`config.mk`:
```
export PLATFORM = sky130hd
export DESIGN_NAME = ghash_block_accumulator_top
export DESIGN_NICKNAME = d
export VERILOG_FILES = /design/src/hw/rtl/ghb_pkg.sv /design/src/hw/rtl/ghash_block_accumulator_top.sv /design/src/hw/rtl/ghb_ctrl.sv /design/src/hw/rtl/ghb_datapath.sv
export SDC_FILE = /design/constraint.sdc
export NUM_CORES = 2
export LEC_CHECK = 0
export BUFFER_PORTS_ARGS = -buffer_cell sky130_fd_sc_hd__clkbuf_2
export CAP_MARGIN = 10
export CORE_ASPECT_RATIO = 1.25
export CORE_UTILIZATION = 25
export DETAILED_ROUTE_END_ITERATION = 10
export PLACE_DENSITY = 0.45
export SYNTH_ARGS = -nofsm -noshare
export SYNTH_HDL_FRONTEND = slang
export SYNTH_SLANG_ARGS = --single-unit
```
`constraint.sdc`:
```
create_clock -name clk -period 7 [get_ports clk]
set_input_delay 0.7 -clock clk [delete_from_list [all_inputs] [get_ports clk]]
set_output_delay 0.7 -clock clk [all_outputs]
set_load 0.005 [all_outputs]
```
`src/hw/rtl/ghb_pkg.sv`:
```
// ----------------------------------------------------------------------------
// ghb_pkg
// Shared types and constants for the GHASH block accumulator.
// ----------------------------------------------------------------------------
package ghb_pkg;

    localparam int BLOCK_W    = 128;
    localparam int HALF_W     = 64;
    localparam int BYTES      = 16;
    localparam int BITS_STEP  = 8;
    localparam int STEPS      = BLOCK_W / BITS_STEP;
    localparam int COUNT_W    = $clog2(STEPS);
    localparam int CFG_IDX_W  = 1;

    // reduction constant 0x87, bit-reflected into the top byte
    localparam logic [7:0] GHASH_R = 8'hE1;

    localparam logic [CFG_IDX_W-1:0] CFG_KEY_UPPER = 1'b0;
    localparam logic [CFG_IDX_W-1:0] CFG_KEY_LOWER = 1'b1;

    typedef struct packed {
        logic [63:0] block_upper;
        logic [63:0] block_lower;
        logic [4:0]  valid_bytes;
        logic        restart;
        logic        final_block;
    } ghb_in_t;

    typedef struct packed {
        logic [63:0] digest_upper;
        logic [63:0] digest_lower;
        logic        digest_final;
    } ghb_out_t;

    typedef struct packed {
        logic load;
        logic step;
        logic finish;
        logic push;
    } ghb_cmd_t;

endpackage

```
`src/hw/rtl/ghash_block_accumulator_top.sv`:
```
// ----------------------------------------------------------------------------
// ghash_block_accumulator_top
// GCM GHASH accumulator: digest = (digest ^ block) * H per data word.
// ----------------------------------------------------------------------------
// An accepted word is multiplied by H in the 8-bit-per-cycle multiplier and
//   then handed off; a new word is accepted only after that handoff, which
//   waits while an earlier digest word is still held for out_ready
// reset: asynchronous, clears key, accumulator and all handshake state
// ----------------------------------------------------------------------------
module ghash_block_accumulator_top (
    input  logic                            clk,
    input  logic                            rst_n,
    input  logic                            in_valid,
    output logic                            in_ready,
    input  ghb_pkg::ghb_in_t                in_data,
    output logic                            out_valid,
    input  logic                            out_ready,
    output ghb_pkg::ghb_out_t               out_data,
    input  logic                            cfg_valid,
    output logic                            cfg_ready,
    input  logic [ghb_pkg::CFG_IDX_W-1:0]   cfg_index,
    input  logic [ghb_pkg::HALF_W-1:0]      cfg_data
);
    import ghb_pkg::*;

    ghb_cmd_t cmd;

    assign cfg_ready = 1'b1;

    ghb_ctrl u_ctrl (
        .clk       (clk),
        .rst_n     (rst_n),
        .in_valid  (in_valid),
        .in_ready  (in_ready),
        .out_valid (out_valid),
        .out_ready (out_ready),
        .cmd       (cmd)
    );

    ghb_datapath u_datapath (
        .clk       (clk),
        .rst_n     (rst_n),
        .cmd       (cmd),
        .in_data   (in_data),
        .cfg_we    (cfg_valid && cfg_ready),
        .cfg_index (cfg_index),
        .cfg_data  (cfg_data),
        .out_data  (out_data)
    );

    assert property (@(posedge clk) disable iff (!rst_n)
        (in_valid && in_ready) |=> !in_ready)
        else $error("input taken while multiply in flight");

    assert property (@(posedge clk) disable iff (!rst_n)
        $onehot0({cmd.load, cmd.step, cmd.push}))
        else $error("conflicting datapath commands");

    assert property (@(posedge clk) disable iff (!rst_n)
        cmd.push |=> out_valid)
        else $error("handoff did not raise out_valid");

    assert property (@(posedge clk) disable iff (!rst_n)
        cmd.finish |=> (!in_ready && !cmd.step))
        else $error("multiply ran past its last step");

endmodule

```
`src/hw/rtl/ghb_ctrl.sv`:
```
// ----------------------------------------------------------------------------
// ghb_ctrl
// Sequencer: accepts a word, runs sixteen multiply steps, hands off result.
// ----------------------------------------------------------------------------
module ghb_ctrl (
    input  logic              clk,
    input  logic              rst_n,
    input  logic              in_valid,
    output logic              in_ready,
    output logic              out_valid,
    input  logic              out_ready,
    output ghb_pkg::ghb_cmd_t cmd
);
    import ghb_pkg::*;

    typedef enum logic [1:0] {
        ST_IDLE,
        ST_MUL,
        ST_PUSH
    } state_t;

    state_t               state_reg, state_next;
    logic [COUNT_W-1:0]   count_reg, count_next;
    logic                 out_valid_reg, out_valid_next;

    always_comb
    begin
        cmd.load   = (state_reg == ST_IDLE) && in_valid;
        cmd.step   = (state_reg == ST_MUL);
        cmd.finish = (state_reg == ST_MUL) && (count_reg == COUNT_W'(STEPS - 1));
        cmd.push   = (state_reg == ST_PUSH) && (!out_valid_reg || out_ready);
    end

    always_comb
    begin
        state_next     = state_reg;
        count_next     = count_reg;
        out_valid_next = out_valid_reg && !out_ready;
        case (state_reg)
            ST_IDLE:
            begin
                if (in_valid)
                begin
                    state_next = ST_MUL;
                    count_next = '0;
                end
            end
            ST_MUL:
            begin
                count_next = count_reg + COUNT_W'(1);
                if (cmd.finish)
                begin
                    state_next = ST_PUSH;
                end
            end
            ST_PUSH:
            begin
                if (cmd.push)
                begin
                    state_next     = ST_IDLE;
                    out_valid_next = 1'b1;
                end
            end
            default:
            begin
                state_next = ST_IDLE;
            end
        endcase
    end

    always_ff @(posedge clk or negedge rst_n)
    begin
        if (!rst_n)
        begin
            state_reg     <= ST_IDLE;
            count_reg     <= '0;
            out_valid_reg <= 1'b0;
        end
        else
        begin
            state_reg     <= state_next;
            count_reg     <= count_next;
            out_valid_reg <= out_valid_next;
        end
    end

    assign in_ready  = (state_reg == ST_IDLE);
    assign out_valid = out_valid_reg;

endmodule

```
`src/hw/rtl/ghb_datapath.sv`:
```
// ----------------------------------------------------------------------------
// ghb_datapath
// Key, accumulator and an 8-bit-per-step GF(2^128) shift-and-add multiplier.
// ----------------------------------------------------------------------------
module ghb_datapath (
    input  logic                            clk,
    input  logic                            rst_n,
    input  ghb_pkg::ghb_cmd_t               cmd,
    input  ghb_pkg::ghb_in_t                in_data,
    input  logic                            cfg_we,
    input  logic [ghb_pkg::CFG_IDX_W-1:0]   cfg_index,
    input  logic [ghb_pkg::HALF_W-1:0]      cfg_data,
    output ghb_pkg::ghb_out_t               out_data
);
    import ghb_pkg::*;

    logic [HALF_W-1:0]  key_upper_reg, key_lower_reg;
    logic [BLOCK_W-1:0] acc_reg, acc_next;
    logic [BLOCK_W-1:0] x_reg, x_next;
    logic [BLOCK_W-1:0] v_reg, v_next;
    logic [BLOCK_W-1:0] r_reg, r_next;
    logic               fin_reg;
    ghb_out_t           out_reg;
    logic [BLOCK_W-1:0] mask;
    logic [BLOCK_W-1:0] data_masked;

    // zero-pad past the valid byte count
    always_comb
    begin
        for (int b = 0; b < BYTES; b++)
        begin
            mask[BLOCK_W-1-8*b -: 8] = (5'(b) < in_data.valid_bytes) ? 8'hFF : 8'h00;
        end
        data_masked = {in_data.block_upper, in_data.block_lower} & mask;
    end

    // eight multiply bit-steps per cycle, applied to x, v and r only when cmd.step
    always_comb
    begin
        logic [BLOCK_W-1:0] rr;
        logic [BLOCK_W-1:0] vv;
        logic               lsb;
        rr = r_reg;
        vv = v_reg;
        for (int j = 0; j < BITS_STEP; j++)
        begin
            if (x_reg[BLOCK_W-1-j])
            begin
                rr = rr ^ vv;
            end
            lsb = vv[0];
            vv  = vv >> 1;
            if (lsb)
            begin
                vv[BLOCK_W-1 -: 8] = vv[BLOCK_W-1 -: 8] ^ GHASH_R;
            end
        end
        r_next = rr;
        v_next = vv;
        x_next = x_reg << BITS_STEP;
    end

    always_comb
    begin
        acc_next = acc_reg;
        if (cmd.finish)
        begin
            acc_next = r_next;
        end
    end

    always_ff @(posedge clk or negedge rst_n)
    begin
        if (!rst_n)
        begin
            key_upper_reg <= '0;
            key_lower_reg <= '0;
            acc_reg       <= '0;
        end
        else
        begin
            acc_reg <= acc_next;
            if (cfg_we && (cfg_index == CFG_KEY_UPPER))
            begin
                key_upper_reg <= cfg_data;
            end
            if (cfg_we && (cfg_index == CFG_KEY_LOWER))
            begin
                key_lower_reg <= cfg_data;
            end
        end
    end

    always_ff @(posedge clk)
    begin
        if (cmd.load)
        begin
            x_reg   <= (in_data.restart ? '0 : acc_reg) ^ data_masked;
            v_reg   <= {key_upper_reg, key_lower_reg};
            r_reg   <= '0;
            fin_reg <= in_data.final_block;
        end
        else if (cmd.step)
        begin
            x_reg <= x_next;
            v_reg <= v_next;
            r_reg <= r_next;
        end
        if (cmd.push)
        begin
            out_reg.digest_upper <= acc_reg[BLOCK_W-1 -: HALF_W];
            out_reg.digest_lower <= acc_reg[HALF_W-1:0];
            out_reg.digest_final <= fin_reg;
        end
    end

    assign out_data = out_reg;

endmodule
```
==> impl_metrics.py <==
metrics = {
    "cells_and_area": {
        "largest_reg_flops": 129,
        "final_area_um2": 51140,
        "layout-drive-gt1-share": 0.1283,
        "layout_common_cells": "1,749 x nand2_1, 1,013 x xnor2_1, 386 x edfxtp_1, 372 x o21ai_0, 333 x clkbuf_2",
        "nets": 5255,
        "multiInputGateArea_um2": 22470,
        "syn_to_final_growth_pct": 14.20,
        "ff_latch_area_um2": 20730,
        "nFillCells": 18950,
        "final_common_cell": "nand2_1",
    },
    "global_routing": {
        "grt_pass1_vias": 32330,
        "grt_overflow_total": 0,
        "groute.layer.met1.usage": 0.2237,
        "grt_use_met3": 0.03526,
        "grt_first_pass_wirelength_um": 227800,
        "antenna_found_initial": 46,
        "grt_usage": 0.1684,
        "grt_use_met2": 0.2754,
        "grt_max_degree": 192,
        "grt-busiest-layer": "met2",
    },
    "cts": {
        "cts.sinks": 777,
        "cts_root_buffer": "clkbuf_16",
        "clk_latency_ns": 0.70,
        "post_cts_buffers": 0,
        "cts.reportedPaths.clkPinSlew_ns": 0.06,
        "cts_buffers": 84,
        "cts_tree": "yes",
        "clk_path_buf_depth": 3,
        "cts_max_level": 3,
    },
    "flow_run": {
        "drv_cap": 0,
    },
    "drt": {
        "drtAntennaViolNets": 0,
        "avgViaCountPerCell": 4.454,
        "first_pass_iters": 7,
        "vias": 33360,
        "drc_errors": 0,
        "routedWlPerCell_um": 20.73,
        "drt-total-wl_um": 155300,
        "drt_iter0_drc": 2245,
    },
    "sta": {
        "slew_headroom": 0.2253,
        "maxSlewViolCount": 0,
        "rsz0062_at_grt": "false",
        "fin_crit_ns": 3.472,
        "worst_pin_slew_ns": 1.162,
        "setup_viol": 0,
        "skew_ns": 0.03276,
        "fin_crit_sh": 0.4960,
        "hold_violations": 0,
        "finalSetupTns_ns": 0,
        "fmax_mhz": 288.0,
    },
    "synthesis": {
        "syn_nets": 5204,
        "synth.ff_latch_count": 777,
        "ys_types": 44,
        "yosysWarnings": 0,
        "syn-cell-area_um2": 44780,
        "synth_edf_count": 386,
        "synth_ff_type": "edfxtp_1",
        "ys_seq_area_frac": 0.4630,
        "synthCells": 4998,
        "synthArstFlopShare": 0.3385,
        "syn_area_per_cell_um2": 8.960,
    },
    "floorplanning": {
        "dieHeight_um": 475.2,
        "initial_core_util": 0.2517,
        "fp.coreArea_um2": 177900,
        "io_pins": 337,
        "dieArea_um2": 180800,
        "die_x_um": 380.6,
        "row_count": 173,
    },
    "setup_path": {
        "cp-start-kind": "flip-flop",
        "crit_fanout": 154,
        "cp.arrival_ns": 3.79,
        "path_cells": "nor2_1, nand2_4, buf_4, nand2_8, buf_12",
        "slowest_stage": "nand2_8",
        "end_kind": "flip-flop",
        "cp_num_buf_inv": 2,
        "max_stage_delay_ns": 0.78,
        "worstSetupPathType": "flip-flop to flip-flop",
        "critical-path-top-delay-family": "buffers and inverters",
        "crit_required_ns": 7.32,
    },
    "placed_design": {
        "gp_routability_congestion": 0.7916,
        "hpwlAfterDp_um": 106800,
        "placed_area_um2": 48230,
        "port_buffers": 335,
    },
    "hold_path": {
        "min_path_type": "primary input to flip-flop",
    },
    "status": {
        "outcome": "completed",
    },
}
==> repair_timing <==
action	4_1_cts	5_1_grt
resized for setup	0	0
hold buffers	1	0
hold endpoints to repair	35	0
==> worst paths after layout <==
check                      cells after the start                start                      endpoint  slack, ns
min reg2reg                                    0   u_datapath.fin_reg        u_datapath.out_data[0]       0.45
min in group asynchronous                      2                rst_n        u_datapath.acc_reg[18]       0.48
max                                            5  u_ctrl.state_reg[0]          u_datapath.v_reg[14]       3.53
max in group asynchronous                      3                rst_n  u_datapath.key_lower_reg[52]       5.35
min                                            1           in_data[0]            u_datapath.fin_reg       0.17
max reg2reg                                    5  u_ctrl.state_reg[0]          u_datapath.v_reg[14]       3.53
==> per-layer routing <==
layer	part of all wire	vias to the layer above	wire length, um
met5	0.0030	-	462
met4	0.022	74	3388
met3	0.057	213	8839
met2	0.46	685	72140
met1	0.45	16400	70450
li1	-	16000	-
==> per-stage QoR <==
stage               setup slack, ns  cells  hold WS [ns]    util
floorplan                     1.997   4998        0.4003       -
global placement              3.242   7324        0.4231  0.2711
detailed placement            3.247   7324        0.4196  0.2711
CTS                           3.528   7481        0.1042  0.2873
global route                  3.293   7483        0.1554  0.2873
finish                        3.528   7490        0.1698  0.2874
==> Yosys cell counts, types with 2 or more instances <==
library cell,instances,share of area
a211oi_1,2,0.00034
a21o_1,6,0.0010
a21oi_1,20,0.0022
a31o_2,2,0.00039
buf_1,25,0.0021
buf_2,62,0.0069
clkbuf_1,324,0.027
dfrtp_1,263,0.15
dfxtp_1,128,0.057
edfxtp_1,386,0.26
inv_1,3,0.00025
mux2_2,128,0.032
mux2i_1,2,0.00045
nand2_1,1753,0.15
nand2b_1,138,0.019
nand3_1,134,0.015
nor2_1,35,0.0029
nor2b_1,4,0.00056
nor3_1,3,0.00034
nor4_1,3,0.00042
o211ai_1,2,0.00034
o21ai_0,372,0.042
o21ai_1,16,0.0018
o221ai_1,2,0.00039
o22ai_1,3,0.00042
or2_1,2,0.00028
or2_2,5,0.00070
or3_1,2,0.00028
xnor2_1,1013,0.20
xnor3_1,6,0.0030
xor2_1,137,0.027
xor2_2,2,0.00073
xor3_1,4,0.0021
==> kinds of logic after synthesis <==
logic type | after synthesis | synth area share
xor+xnor | 1162 | 0.2308
other cells | 1 | 0.00008374
simple gates | 2083 | 0.1873
flops | 777 | 0.4630
compound gates | 429 | 0.04929
mux | 130 | 0.03263
fa+ha+maj | 1 | 0.0002793
buf+inv | 415 | 0.03660
==> worst register-to-register path, delay by kind of cell, from the launching register on <==
kind / cells / cell delay [ns]
flip-flops: 1 / 0.42
AND/OR/NAND/NOR: 3 / 0.98
buffers and inverters: 2 / 1.61
==> final cells by class <==
| class | count | share of cell area |
|---|---|---|
| Antenna cell | 9 | 0.0004404 |
| Clock buffer | 118 | 0.04714 |
| Clock inverter | 38 | 0.009223 |
| Inverter | 3 | 0.0002691 |
| Multi-Input combinational cell | 3806 | 0.4393 |
| Sequential cell | 777 | 0.4054 |
| Tap cell | 2362 | 0.05778 |
| Timing Repair Buffer | 377 | 0.04046 |
Power is left out: the tool's default activity adds up to more than one toggle a clock period on the data nets, which glitch-free logic cannot reach.
